**src/hdl/fue_pkg.sv**
```systemverilog
// shared types and constants for the frame unescape and checksum block
package fue_pkg;

  localparam int unsigned COUNT_W              = 11;
  localparam int unsigned MAX_BUFFER_BYTES_DEF = 2048;
  localparam int unsigned QUEUE_DEPTH          = 4;
  localparam int unsigned IN_TDATA_W           = 8;
  localparam int unsigned OUT_TDATA_W          = 24;

  localparam logic [COUNT_W-1:0] COUNT_MAX     = {COUNT_W{1'b1}};
  localparam logic [COUNT_W-1:0] MIN_RAW_RESET = COUNT_W'(15);

  localparam logic [7:0] FLAG_BYTE    = 8'h7e;
  localparam logic [7:0] ESC_BYTE     = 8'h7d;
  localparam logic [7:0] ESC_FOR_FLAG = 8'h02;
  localparam logic [7:0] ESC_FOR_ESC  = 8'h01;

  typedef enum logic [1:0] {
    ST_OK       = 2'd0,
    ST_SHORT    = 2'd1,
    ST_ESCAPE   = 2'd2,
    ST_CHECKSUM = 2'd3
  } frame_status_t;

  // one classified raw byte, handed from front to back
  typedef struct packed {
    logic       emit;
    logic [7:0] data;
    logic       last;
    logic       err;
  } fue_item_t;

endpackage

```
**src/hdl/fue_front.sv**
```systemverilog
// front end: escape decoding of raw bytes into classified words
module fue_front (
  input  logic              clk,
  input  logic              rst_n,
  input  logic              in_valid,
  output logic              in_ready,
  input  logic [7:0]        in_byte,
  input  logic              in_last,
  output logic              push_valid,
  input  logic              push_ready,
  output fue_pkg::fue_item_t push_item
);
  import fue_pkg::*;

  logic esc_r, esc_nxt;
  logic err_r, err_nxt;
  fue_item_t item;

  always_comb begin
    logic esc_now;
    logic err_now;
    esc_now = esc_r;
    err_now = err_r;
    item    = '0;
    if (!err_r) begin
      priority if (esc_r) begin
        esc_now = 1'b0;
        priority if (in_byte == ESC_FOR_FLAG) begin
          item.emit = 1'b1;
          item.data = FLAG_BYTE;
        end else if (in_byte == ESC_FOR_ESC) begin
          item.emit = 1'b1;
          item.data = ESC_BYTE;
        end else begin
          err_now = 1'b1;
        end
      end else if (in_byte == FLAG_BYTE) begin
        // flag dropped
      end else if (in_byte == ESC_BYTE) begin
        esc_now = 1'b1;
      end else begin
        item.emit = 1'b1;
        item.data = in_byte;
      end
    end
    // escape left open at the end of the buffer
    if (in_last && esc_now && !err_now) begin
      esc_now = 1'b0;
      err_now = 1'b1;
    end
    item.last = in_last;
    item.err  = err_now;
    esc_nxt   = in_last ? 1'b0 : esc_now;
    err_nxt   = in_last ? 1'b0 : err_now;
  end

  assign in_ready   = push_ready;
  assign push_valid = in_valid;
  assign push_item  = item;

  always_ff @(posedge clk) begin
    if (!rst_n) begin
      esc_r <= 1'b0;
      err_r <= 1'b0;
    end else if (in_valid && push_ready) begin
      esc_r <= esc_nxt;
      err_r <= err_nxt;
    end
  end

endmodule

```
**src/hdl/fue_queue.sv**
```systemverilog
// short register queue between front and back
module fue_queue (
  input  logic               clk,
  input  logic               rst_n,
  input  logic               push_valid,
  output logic               push_ready,
  input  fue_pkg::fue_item_t push_item,
  output logic               pop_valid,
  input  logic               pop_ready,
  output fue_pkg::fue_item_t pop_item
);
  import fue_pkg::*;

  localparam int unsigned PTR_W = $clog2(QUEUE_DEPTH);
  localparam int unsigned CNT_W = $clog2(QUEUE_DEPTH + 1);

  fue_item_t        mem_r [QUEUE_DEPTH];
  logic [PTR_W-1:0] wr_ptr_r, wr_ptr_nxt;
  logic [PTR_W-1:0] rd_ptr_r, rd_ptr_nxt;
  logic [CNT_W-1:0] cnt_r, cnt_nxt;
  logic             do_push, do_pop;

  assign push_ready = (cnt_r != CNT_W'(QUEUE_DEPTH));
  assign pop_valid  = (cnt_r != '0);
  assign pop_item   = mem_r[rd_ptr_r];
  assign do_push    = push_valid && push_ready;
  assign do_pop     = pop_valid && pop_ready;

  always_comb begin
    wr_ptr_nxt = do_push ? wr_ptr_r + PTR_W'(1) : wr_ptr_r;
    rd_ptr_nxt = do_pop  ? rd_ptr_r + PTR_W'(1) : rd_ptr_r;
    cnt_nxt    = cnt_r;
    if (do_push && !do_pop) begin
      cnt_nxt = cnt_r + CNT_W'(1);
    end else if (do_pop && !do_push) begin
      cnt_nxt = cnt_r - CNT_W'(1);
    end
  end

  always_ff @(posedge clk) begin
    if (!rst_n) begin
      wr_ptr_r <= '0;
      rd_ptr_r <= '0;
      cnt_r    <= '0;
    end else begin
      wr_ptr_r <= wr_ptr_nxt;
      rd_ptr_r <= rd_ptr_nxt;
      cnt_r    <= cnt_nxt;
    end
  end

  always_ff @(posedge clk) begin
    if (do_push) begin
      mem_r[wr_ptr_r] <= push_item;
    end
  end

endmodule

```
**src/hdl/fue_back.sv**
```systemverilog
// back end: checksum, counts, status and the output register
module fue_back #(
  parameter int unsigned MAX_BUFFER_BYTES = fue_pkg::MAX_BUFFER_BYTES_DEF
) (
  input  logic                            clk,
  input  logic                            rst_n,
  input  logic                            pop_valid,
  output logic                            pop_ready,
  input  fue_pkg::fue_item_t              pop_item,
  input  logic [fue_pkg::COUNT_W-1:0]     min_raw_length,
  output logic                            out_tvalid,
  input  logic                            out_tready,
  output logic [fue_pkg::OUT_TDATA_W-1:0] out_tdata,
  output logic                            out_tuser,
  output logic                            out_tlast
);
  import fue_pkg::*;

  localparam int unsigned CAP_INT =
    ((MAX_BUFFER_BYTES - 1) < 32'(COUNT_MAX)) ? (MAX_BUFFER_BYTES - 1) : 32'(COUNT_MAX);
  localparam logic [COUNT_W-1:0] LEN_CAP = COUNT_W'(CAP_INT);
  localparam int unsigned PAD_W = OUT_TDATA_W - 8 - 2 - COUNT_W;

  logic [7:0]         xor_r, xor_nxt;
  logic [COUNT_W-1:0] raw_cnt_r, raw_cnt_nxt;
  logic [COUNT_W-1:0] len_r, len_nxt;

  logic                   out_valid_r, out_valid_nxt;
  logic                   out_user_r;
  logic                   out_last_r;
  logic [OUT_TDATA_W-1:0] out_data_r;

  logic               produce, out_free, take;
  logic [7:0]         xor_new;
  logic [COUNT_W-1:0] raw_new, len_new;
  frame_status_t      status;

  assign produce   = pop_item.emit || pop_item.last;
  assign out_free  = !out_valid_r || out_tready;
  assign pop_ready = !produce || out_free;
  assign take      = pop_valid && pop_ready;

  always_comb begin
    raw_new = (raw_cnt_r != COUNT_MAX) ? raw_cnt_r + COUNT_W'(1) : raw_cnt_r;
    xor_new = pop_item.emit ? (xor_r ^ pop_item.data) : xor_r;
    len_new = (pop_item.emit && len_r < LEN_CAP) ? len_r + COUNT_W'(1) : len_r;

    status = ST_OK;
    if (pop_item.last) begin
      priority if (raw_new < min_raw_length) begin
        status = ST_SHORT;
      end else if (pop_item.err) begin
        status = ST_ESCAPE;
      end else if (xor_new != 8'h00) begin
        status = ST_CHECKSUM;
      end else begin
        status = ST_OK;
      end
    end

    // state clears after the last byte of a buffer
    raw_cnt_nxt = pop_item.last ? '0 : raw_new;
    xor_nxt     = pop_item.last ? '0 : xor_new;
    len_nxt     = pop_item.last ? '0 : len_new;

    out_valid_nxt = out_valid_r && !out_tready;
    if (take && produce) begin
      out_valid_nxt = 1'b1;
    end
  end

  always_ff @(posedge clk) begin
    if (!rst_n) begin
      xor_r       <= '0;
      raw_cnt_r   <= '0;
      len_r       <= '0;
      out_valid_r <= 1'b0;
    end else begin
      out_valid_r <= out_valid_nxt;
      if (take) begin
        xor_r     <= xor_nxt;
        raw_cnt_r <= raw_cnt_nxt;
        len_r     <= len_nxt;
      end
    end
  end

  always_ff @(posedge clk) begin
    if (take && produce) begin
      out_user_r <= pop_item.emit;
      out_last_r <= pop_item.last;
      out_data_r <= {{PAD_W{1'b0}}, len_new, status, pop_item.data};
    end
  end

  assign out_tvalid = out_valid_r;
  assign out_tuser  = out_user_r;
  assign out_tlast  = out_last_r;
  assign out_tdata  = out_data_r;

endmodule

```
**src/hdl/frame_unescape_xor_check_core.sv**
```systemverilog
// top level of the receive-side frame unescape and checksum block
// Takes one raw byte per cycle unless the output stalls, for any mix of flags and escapes.
// A byte is decoded in the front end (an escape bit and an error bit), held in a four-word
// queue and then folded into the checksum and counts by the back end, whose single
// output register gives the result; a byte that yields a result passes the queue
// register and then the output register before it shows on the output.
// Flags and opening escapes give no result.
// The last byte of a buffer always yields a result with frame status and length;
// after an invalid escape no further data bytes appear until the buffer ends.
// min_raw_length may be written only while no buffer byte is in flight.
module frame_unescape_xor_check_core #(
  parameter int unsigned MAX_BUFFER_BYTES = fue_pkg::MAX_BUFFER_BYTES_DEF
) (
  input  logic                            clk,
  input  logic                            rst_n,
  input  logic                            in_tvalid,
  output logic                            in_tready,
  input  logic [fue_pkg::IN_TDATA_W-1:0]  in_tdata,   // [7:0] raw_byte
  input  logic                            in_tlast,   // buffer_last
  output logic                            out_tvalid,
  input  logic                            out_tready,
  output logic [fue_pkg::OUT_TDATA_W-1:0] out_tdata,  // [7:0] data_byte, [9:8] frame_status,
                                                      // [20:10] frame_length, [23:21] zero
  output logic                            out_tuser,  // [0] data_valid
  output logic                            out_tlast,  // frame_end
  input  logic                            cfg_valid,
  output logic                            cfg_ready,
  input  logic [fue_pkg::COUNT_W-1:0]     cfg_data    // min_raw_length
);
  import fue_pkg::*;

  logic [COUNT_W-1:0] min_raw_r;

  logic      push_valid, push_ready;
  fue_item_t push_item;
  logic      pop_valid, pop_ready;
  fue_item_t pop_item;

  assign cfg_ready = 1'b1;

  always_ff @(posedge clk) begin
    if (!rst_n) begin
      min_raw_r <= MIN_RAW_RESET;
    end else if (cfg_valid && cfg_ready) begin
      min_raw_r <= cfg_data;
    end
  end

  fue_front u_front (
    .clk        (clk),
    .rst_n      (rst_n),
    .in_valid   (in_tvalid),
    .in_ready   (in_tready),
    .in_byte    (in_tdata[7:0]),
    .in_last    (in_tlast),
    .push_valid (push_valid),
    .push_ready (push_ready),
    .push_item  (push_item)
  );

  fue_queue u_queue (
    .clk        (clk),
    .rst_n      (rst_n),
    .push_valid (push_valid),
    .push_ready (push_ready),
    .push_item  (push_item),
    .pop_valid  (pop_valid),
    .pop_ready  (pop_ready),
    .pop_item   (pop_item)
  );

  fue_back #(
    .MAX_BUFFER_BYTES (MAX_BUFFER_BYTES)
  ) u_back (
    .clk            (clk),
    .rst_n          (rst_n),
    .pop_valid      (pop_valid),
    .pop_ready      (pop_ready),
    .pop_item       (pop_item),
    .min_raw_length (min_raw_r),
    .out_tvalid     (out_tvalid),
    .out_tready     (out_tready),
    .out_tdata      (out_tdata),
    .out_tuser      (out_tuser),
    .out_tlast      (out_tlast)
  );

  // a word that does not end a buffer must carry data
  a_mid_word_has_data: assert property (@(posedge clk) disable iff (!rst_n)
    out_tvalid && !out_tlast |-> out_tuser)
    else $error("result without data or frame end");

  // data byte reads zero when no data is carried
  a_empty_data_zero: assert property (@(posedge clk) disable iff (!rst_n)
    out_tvalid && !out_tuser |-> out_tdata[7:0] == 8'h00)
    else $error("data byte nonzero without data");

  // status only reported on the frame end
  a_status_only_at_end: assert property (@(posedge clk) disable iff (!rst_n)
    out_tvalid && !out_tlast |-> out_tdata[9:8] == ST_OK)
    else $error("status set away from frame end");

  // length counts the byte it comes with
  a_length_counts_byte: assert property (@(posedge clk) disable iff (!rst_n)
    out_tvalid && out_tuser |-> out_tdata[20:10] != '0)
    else $error("zero length with a data byte");

endmodule
```
**config.mk**
```make
export PLATFORM = sky130hd
export DESIGN_NAME = frame_unescape_xor_check_core
export DESIGN_NICKNAME = d
export VERILOG_FILES = /design/src/hdl/fue_pkg.sv /design/src/hdl/fue_front.sv /design/src/hdl/fue_queue.sv /design/src/hdl/fue_back.sv /design/src/hdl/frame_unescape_xor_check_core.sv
export SDC_FILE = /design/constraint.sdc
export NUM_CORES = 1
export LEC_CHECK = 0
export BUFFER_PORTS_ARGS = -buffer_cell sky130_fd_sc_hd__buf_4
export CELL_PAD_IN_SITES_DETAIL_PLACEMENT = 0
export CELL_PAD_IN_SITES_GLOBAL_PLACEMENT = 2
export CORE_MARGIN = 2
export CORE_UTILIZATION = 39
export CTS_CLUSTER_SIZE = 28
export DETAILED_ROUTE_END_ITERATION = 7
export GPL_ROUTABILITY_DRIVEN = 1
export HOLD_SLACK_MARGIN = 0.06
export PLACE_DENSITY = 0.78
export SLEW_MARGIN = 20
export SYNTH_ARGS = -nofsm -noshare
export SYNTH_HDL_FRONTEND = slang
export SYNTH_SLANG_ARGS = --single-unit
```
**constraint.sdc**
```tcl
create_clock -name clk -period 3.1 [get_ports clk]
set_input_delay 0.62 -clock clk [delete_from_list [all_inputs] [get_ports clk]]
set_output_delay 0.62 -clock clk [all_outputs]
set_load 0.02 [all_outputs]
```
Yosys cells after proc, flatten, opt, wreduce, memory -nomap -nowiden
Memories as Yosys holds them, arrays and structs flattened. A register that Yosys moved wholly into a read port is not among the register bits.
Cells that the tools add are included.
- bits in registers: 74
- bits in writable memories: 44
- input bits: 25
- output and inout port bits: 29
- memories: 1
- memories (name ; words ; width ; read ports ; clocked after Yosys merged registers in ; wr ports ; line ; RTL):
    u_queue.mem_r ; 4 ; 11 ; 1 ; 1 ; 1 ; fue_queue.sv:17 ; fue_item_t mem_r [QUEUE_DEPTH];
- add/sub/neg operators: 6
- $lt $le $gt $ge: 2
- eq/ne operators: 6
- mux-type cells: 34
- bitwise operators: 2
- reductions and logical operators: 22
- operators by type and width (operator ; number):
    2-to-1 mux 9 bit ; 6
    2-to-1 mux 11 bit ; 4
    adder 11 x 1 -> 11 bit (second input constant) ; 2
    equality test 8 x 7 -> 1 bit (second input constant) ; 2
    2-to-1 mux 1 bit ; 16
    2-to-1 mux 8 bit ; 2
    less-than comparator 11 bit ; 1
    less-than comparator 11 bit (second input constant) ; 1
    inequality test 11 bit (second input constant) ; 1
    logical AND 1 bit ; 9
    equality test 8 x 1 -> 1 bit (second input constant) ; 1
    equality test 8 x 2 -> 1 bit (second input constant) ; 1
    2-to-1 mux 2 bit ; 4
    nonzero test 8 bit ; 1
    XOR 8 bit ; 1
    zero test 1 bit ; 6
    2-to-1 mux 3 bit ; 2
    adder 2 x 1 -> 2 bit (second input constant) ; 2
    adder 3 x 1 -> 3 bit (second input constant) ; 1
    logical OR 1 bit ; 3
    inequality test 3 bit (second input constant) ; 1
    nonzero test 3 bit ; 1
    subtractor 3 x 1 -> 3 bit (second input constant) ; 1
    nonzero test 2 bit ; 1
    2 further kinds ; 2

Depth between registers and ports, before layout
- depth after elaboration: 9
- depth in mapped cells: 12

Cells and area by module
A second synthesis with hierarchy kept.
- cells, all modules: 524
- area, all modules: 6095.8 µm²
- by module, submodules not included (module ; instances ; cells each ; area an instance (µm²)):
    fue_back ; 1 ; 340 ; 3226.8
    fue_queue ; 1 ; 105 ; 2110.8
    frame_unescape_xor_check_core ; 1 ; 37 ; 415.4
    fue_front ; 1 ; 42 ; 342.8

Least setup slack after synthesis
Ideal clock, no wire load.
- kind: flip-flop to flip-flop
- start: register (tool-made name)
- end: register u_queue.cnt_r[2]
- setup time: 71 ps
- arrival time: 2646 ps
- data required time: 3029 ps
- slack: 384 ps
- cell stages (with the launch flop): 13
- path buffers: 2
- clock period less this slack: 2716 ps
- cells stage by stage: dfxtp_1 -> buf_6 -> mux4_2 -> nor2_1 -> o21a_1 -> inv_1 -> clkbuf_1 -> ha_1 -> inv_1 -> fa_1 -> xor2_1 -> or3_1 -> a21oi_1
- RTL lines (element ; line ; RTL):
    to (signal assigned) ; fue_queue.sv:48 ; cnt_r <= cnt_nxt;
    to (decl) ; fue_queue.sv:20 ; logic [CNT_W-1:0] cnt_r, cnt_nxt;

Final worst setup path
- start: register u_back.raw_cnt_r[0]
- end: register u_back.out_data_r[9], in the netlist u_back.out_tdata[9], data pin
- longest elaborated chain between the ends: 4
- elaborated cells on any way between the ends: 5
- classes of those cells: add/sub (1); order compare (1); eq/ne (1); mux (1); reduce/logical (1)
- ends and longest elaborated chain (element ; line ; RTL):
    from (decl) ; fue_back.sv:25 ; logic [COUNT_W-1:0] raw_cnt_r, raw_cnt_nxt;
    from (signal assigned) ; fue_back.sv:82 ; raw_cnt_r <= raw_cnt_nxt;
    adder 11 x 1 -> 11 bit or inequality test 11 bit (tied branches) ; fue_back.sv:44 ; raw_new = (raw_cnt_r != COUNT_MAX) ? raw_cnt_r + COUNT_W'(1) : raw_cnt_r;
    2-to-1 mux 11 bit (*) ; fue_back.sv:44 ;
    less-than comparator 11 bit (*) ; fue_back.sv:50 ; priority if (raw_new < min_raw_length) begin
    OR reduction 2 bit (no line) (*) ; -- ;
    to (signal assigned) ; fue_back.sv:92 ; out_data_r <= {{PAD_W{1'b0}}, len_new, status, pop_item.data};
    to (decl) ; fue_back.sv:31 ; logic [OUT_TDATA_W-1:0] out_data_r;
Every way passes the cells marked *; elsewhere a longest branch is shown, timed or not.
A chain may end at the register's enable or synchronous reset.

==> reports/qor.yml <==
outcome:
  status: "finished clean"
min_path:
  worstHoldPathType: "in2reg"
detailed_routing:
  wl_per_cell_um: 15.2
  vias_per_cell: 5.26
  dr.pass1.iters: 4
  vias: 4028
  drc_errors: 0
  drt.antenna.violating_nets: 0
  wl_um: 11700
  drt_iter0_markers: 162
power:
  leakage_nw: 2.54
  ir_drop_mv: 0.411
  p_per_area_mw_per_mm2: 860
critical_path:
  critPathMaxFanout: 5
  end_kind: "register"
  critPathKind: "reg2reg"
  critical_path_required_ns: 3.24
  cp.arrival_ns: 2.97
  crit_path_start_kind: "register"
die:
  die_area_mm2: 0.0157
  start_util_pct: 39.6
  num_rows: 44
  core_area_mm2: 0.0145
  ios: 54
  die_height_um: 125
  die_x_um: 125
global_routing:
  grt_use_total_pct: 16.1
  grt_pass1_vias: 3986
  grt-ovfl-total: 0
  antenna_found_initial: 0
  grt_pass1_wl_um: 19900
  grt_max_degree: 47
yosys:
  synth_area_leaders: "edfxtp_1 (35%), dfxtp_1 (18%), mux4_2 (4.3%), ha_1 (3.7%), a21oi_1 (3.2%)"
  synth_area_per_cell_um2: 11.1
  synth_seq_area_share_pct: 53.5
  syn-instance-count: 518
  synth_edf_count: 67
  synth_area_leader_cell: "edfxtp_1"
  ys_ff_latch: 120
  ys_dominant_reg_cell: "edfxtp_1"
  synthArstFlopShare_pct: 0
  synth_cell_types: 59
  yosysWarnings: 0
  syn_area_mm2: 0.00574
  synth_top_area_share_pct: 35.0
sta:
  relSlewSlack_pct: 42.0
  fin_tns_setup_ns: 0
  tightest_slew_ns: 0.869
  max_freq_ghz: 0.354
  setup_slack_ns: 0.278
  hold_violations: 0
  rsz0062_at_grt: "false"
  clock_skew_ns: 0.00900
  layout_min_cycle_time_ns: 2.82
  setup_viol: 0
  slew_violations: 0
  period_share_pct: 91.0
clocking:
  insertion_delay_ns: 0.41
  clkSlewWorstSetupHoldPaths_ns: 0.05
  cts_setup_buffers: 0
  cts.path.max_buffers: 2
  cts_sinks: 120
  ctsHoldBuffers: 0
  cts_tree: "built"
  clock-root-buffer: "clkbuf_16"
  cts-resized-gates: 0
  h-tree-depth: 4
  cts_buffers: 17
cells_and_area:
  syn2layout_area_growth_pct: 19.9
  n_antenna_cell: 0
  nets: 612
  drive_gt1_share_pct: 18.6
placed_design:
  io_buffers: 49
  dp_worst_setup_slack_ns: 0.275
  place.gp.congestion: 0.793
  dp.final_hpwl_um: 8050
flow_run:
  cap_viol_max_count: 0
==> cells by family (layout without fill, tap and decap cells) <==
| kind of cell | count (synthesis) | in the layout | synth area share [%] |
|---|---|---|---|
| mux | 30 | 30 | 7.67 |
| flops | 120 | 120 | 53.5 |
| xor+xnor | 26 | 26 | 3.97 |
| simple gates | 154 | 154 | 14.1 |
| buf+inv | 54 | 116 | 3.97 |
| other cells | 2 | 4 | 0.131 |
| fa+ha+maj | 18 | 18 | 4.05 |
| compound gates | 114 | 114 | 12.6 |
==> registers in the layout, indices dropped and copies added, names as in the netlist, named ones only <==
| register | count |
|---|---|
| u_queue.mem_r | 44 |
| u_back.out_tdata | 21 |
| min_raw_r | 11 |
| u_back.len_r | 11 |
| u_back.raw_cnt_r | 11 |
| u_back.xor_r | 8 |
| u_queue.cnt_r | 3 |
| u_queue.rd_ptr_r | 2 |
| u_queue.wr_ptr_r | 2 |
| u_back.out_tlast | 1 |
| u_back.out_tuser | 1 |
| u_back.out_tvalid | 1 |
| u_front.err_r | 1 |
| u_front.esc_r | 1 |
==> layer usage <==
metal / track usage, % / part of all wire, % / vias to the layer above / wire length (µm)
li1: - / - / 2012 / -
met1: 20.7 / 48 / 1927 / 5590
met2: 25.9 / 47 / 77 / 5500
met3: 4.07 / 3.8 / 12 / 439
met4: 6.67 / 1.2 / 0 / 141
met5: 0 / 0 / - / 0
==> cell usage after synthesis, drive strengths merged, types with 10 or more instances <==
cell type   n
a21oi      37
o21ai      26
edfxtp     67
inv        24
ha         17
dfxtp      53
clkbuf     20
xnor2      14
nand3      14
mux2i      17
xor2       12
nand2      31
nor2       46
mux4       11
buf        10
==> final cells by class <==
cell class | instances | area [µm²]
Timing Repair Buffer | 60 | 450
Multi-Input combinational cell | 346 | 2450
Fill cell | 1316 | 7600
Clock inverter | 12 | 153
Sequential cell | 120 | 3070
Tap cell | 184 | 230
Inverter | 24 | 90.1
Clock buffer | 20 | 437
==> per-stage QoR <==
| stage | hold WS, ns | instances | cell area (µm²) | util [%] | total power, mW |
|---|---|---|---|---|---|
| finish | 0.423 | 766 | 6880 | 47.5 | 5.92 |
| global route | 0.421 | 766 | 6880 | 47.5 | 6.26 |
| CTS | 0.404 | 766 | 6880 | 47.5 | 5.99 |
| detailed placement | 0.485 | 734 | 6290 | 43.4 | 4.04 |
| global placement | 0.482 | 734 | 6290 | 43.4 | 4.00 |
| floorplan | 0.460 | 520 | 5750 | - | 3.41 |
==> cell usage in the layout, fill, tap and decap left out, types with 3 or more instances in the layout <==
cell        instances
bufinv_16           3
and3_1              9
and2_1              7
nand3_1            13
nand3b_1            3
mux4_2             11
xnor2_1            14
nand2b_1            6
clkbuf_1            3
clkinvlp_4          6
edfxtp_1           67
clkbuf_16          17
dfxtp_1            53
o211ai_1            5
a21oi_1            37
nand4_1             6
nor3_1              7
mux2i_1            17
o22ai_1             4
nor2_1             46
nand2_1            31
xor2_1             12
nand4b_1            8
conb_1              4
inv_1              22
a22oi_1             9
buf_4              60
nor3b_1             5
a32oi_1             5
ha_1               17
a211oi_1            3
o21ai_0            26
o21a_1              9
==> final timing paths <==
path / from / to / slack [ns] / cells after the start
worst max-delay path: u_back.raw_cnt_r[0] / u_back.out_tdata[9] / 0.28 / 12
worst min-delay path: cfg_data[0] / min_raw_r[0] / 0.42 / 3
worst max register to register: u_back.raw_cnt_r[0] / u_back.out_tdata[9] / 0.28 / 12
worst min register to register: min_raw_r[2] / min_raw_r[2] / 0.49 / 2
==> power breakdown <==
group	switching (mW)	internal, mW
sequential	0.161	2.05
combinational	1.06	0.706
clock	0.677	1.26
==> worst max-delay path, cell delays in order, from the launching register on <==
cell      delay, ns
dfxtp_1        0.39
ha_1           0.21
and4_1         0.22
nand4_1        0.18
and3_1         0.27
xor2_1         0.15
ha_1           0.30
a21oi_1        0.15
nor2b_1        0.06
o211ai_1       0.15
a21oi_1        0.09
nor3_1         0.29
nor3b_1        0.10
Power figures use the tool's default switching activity.
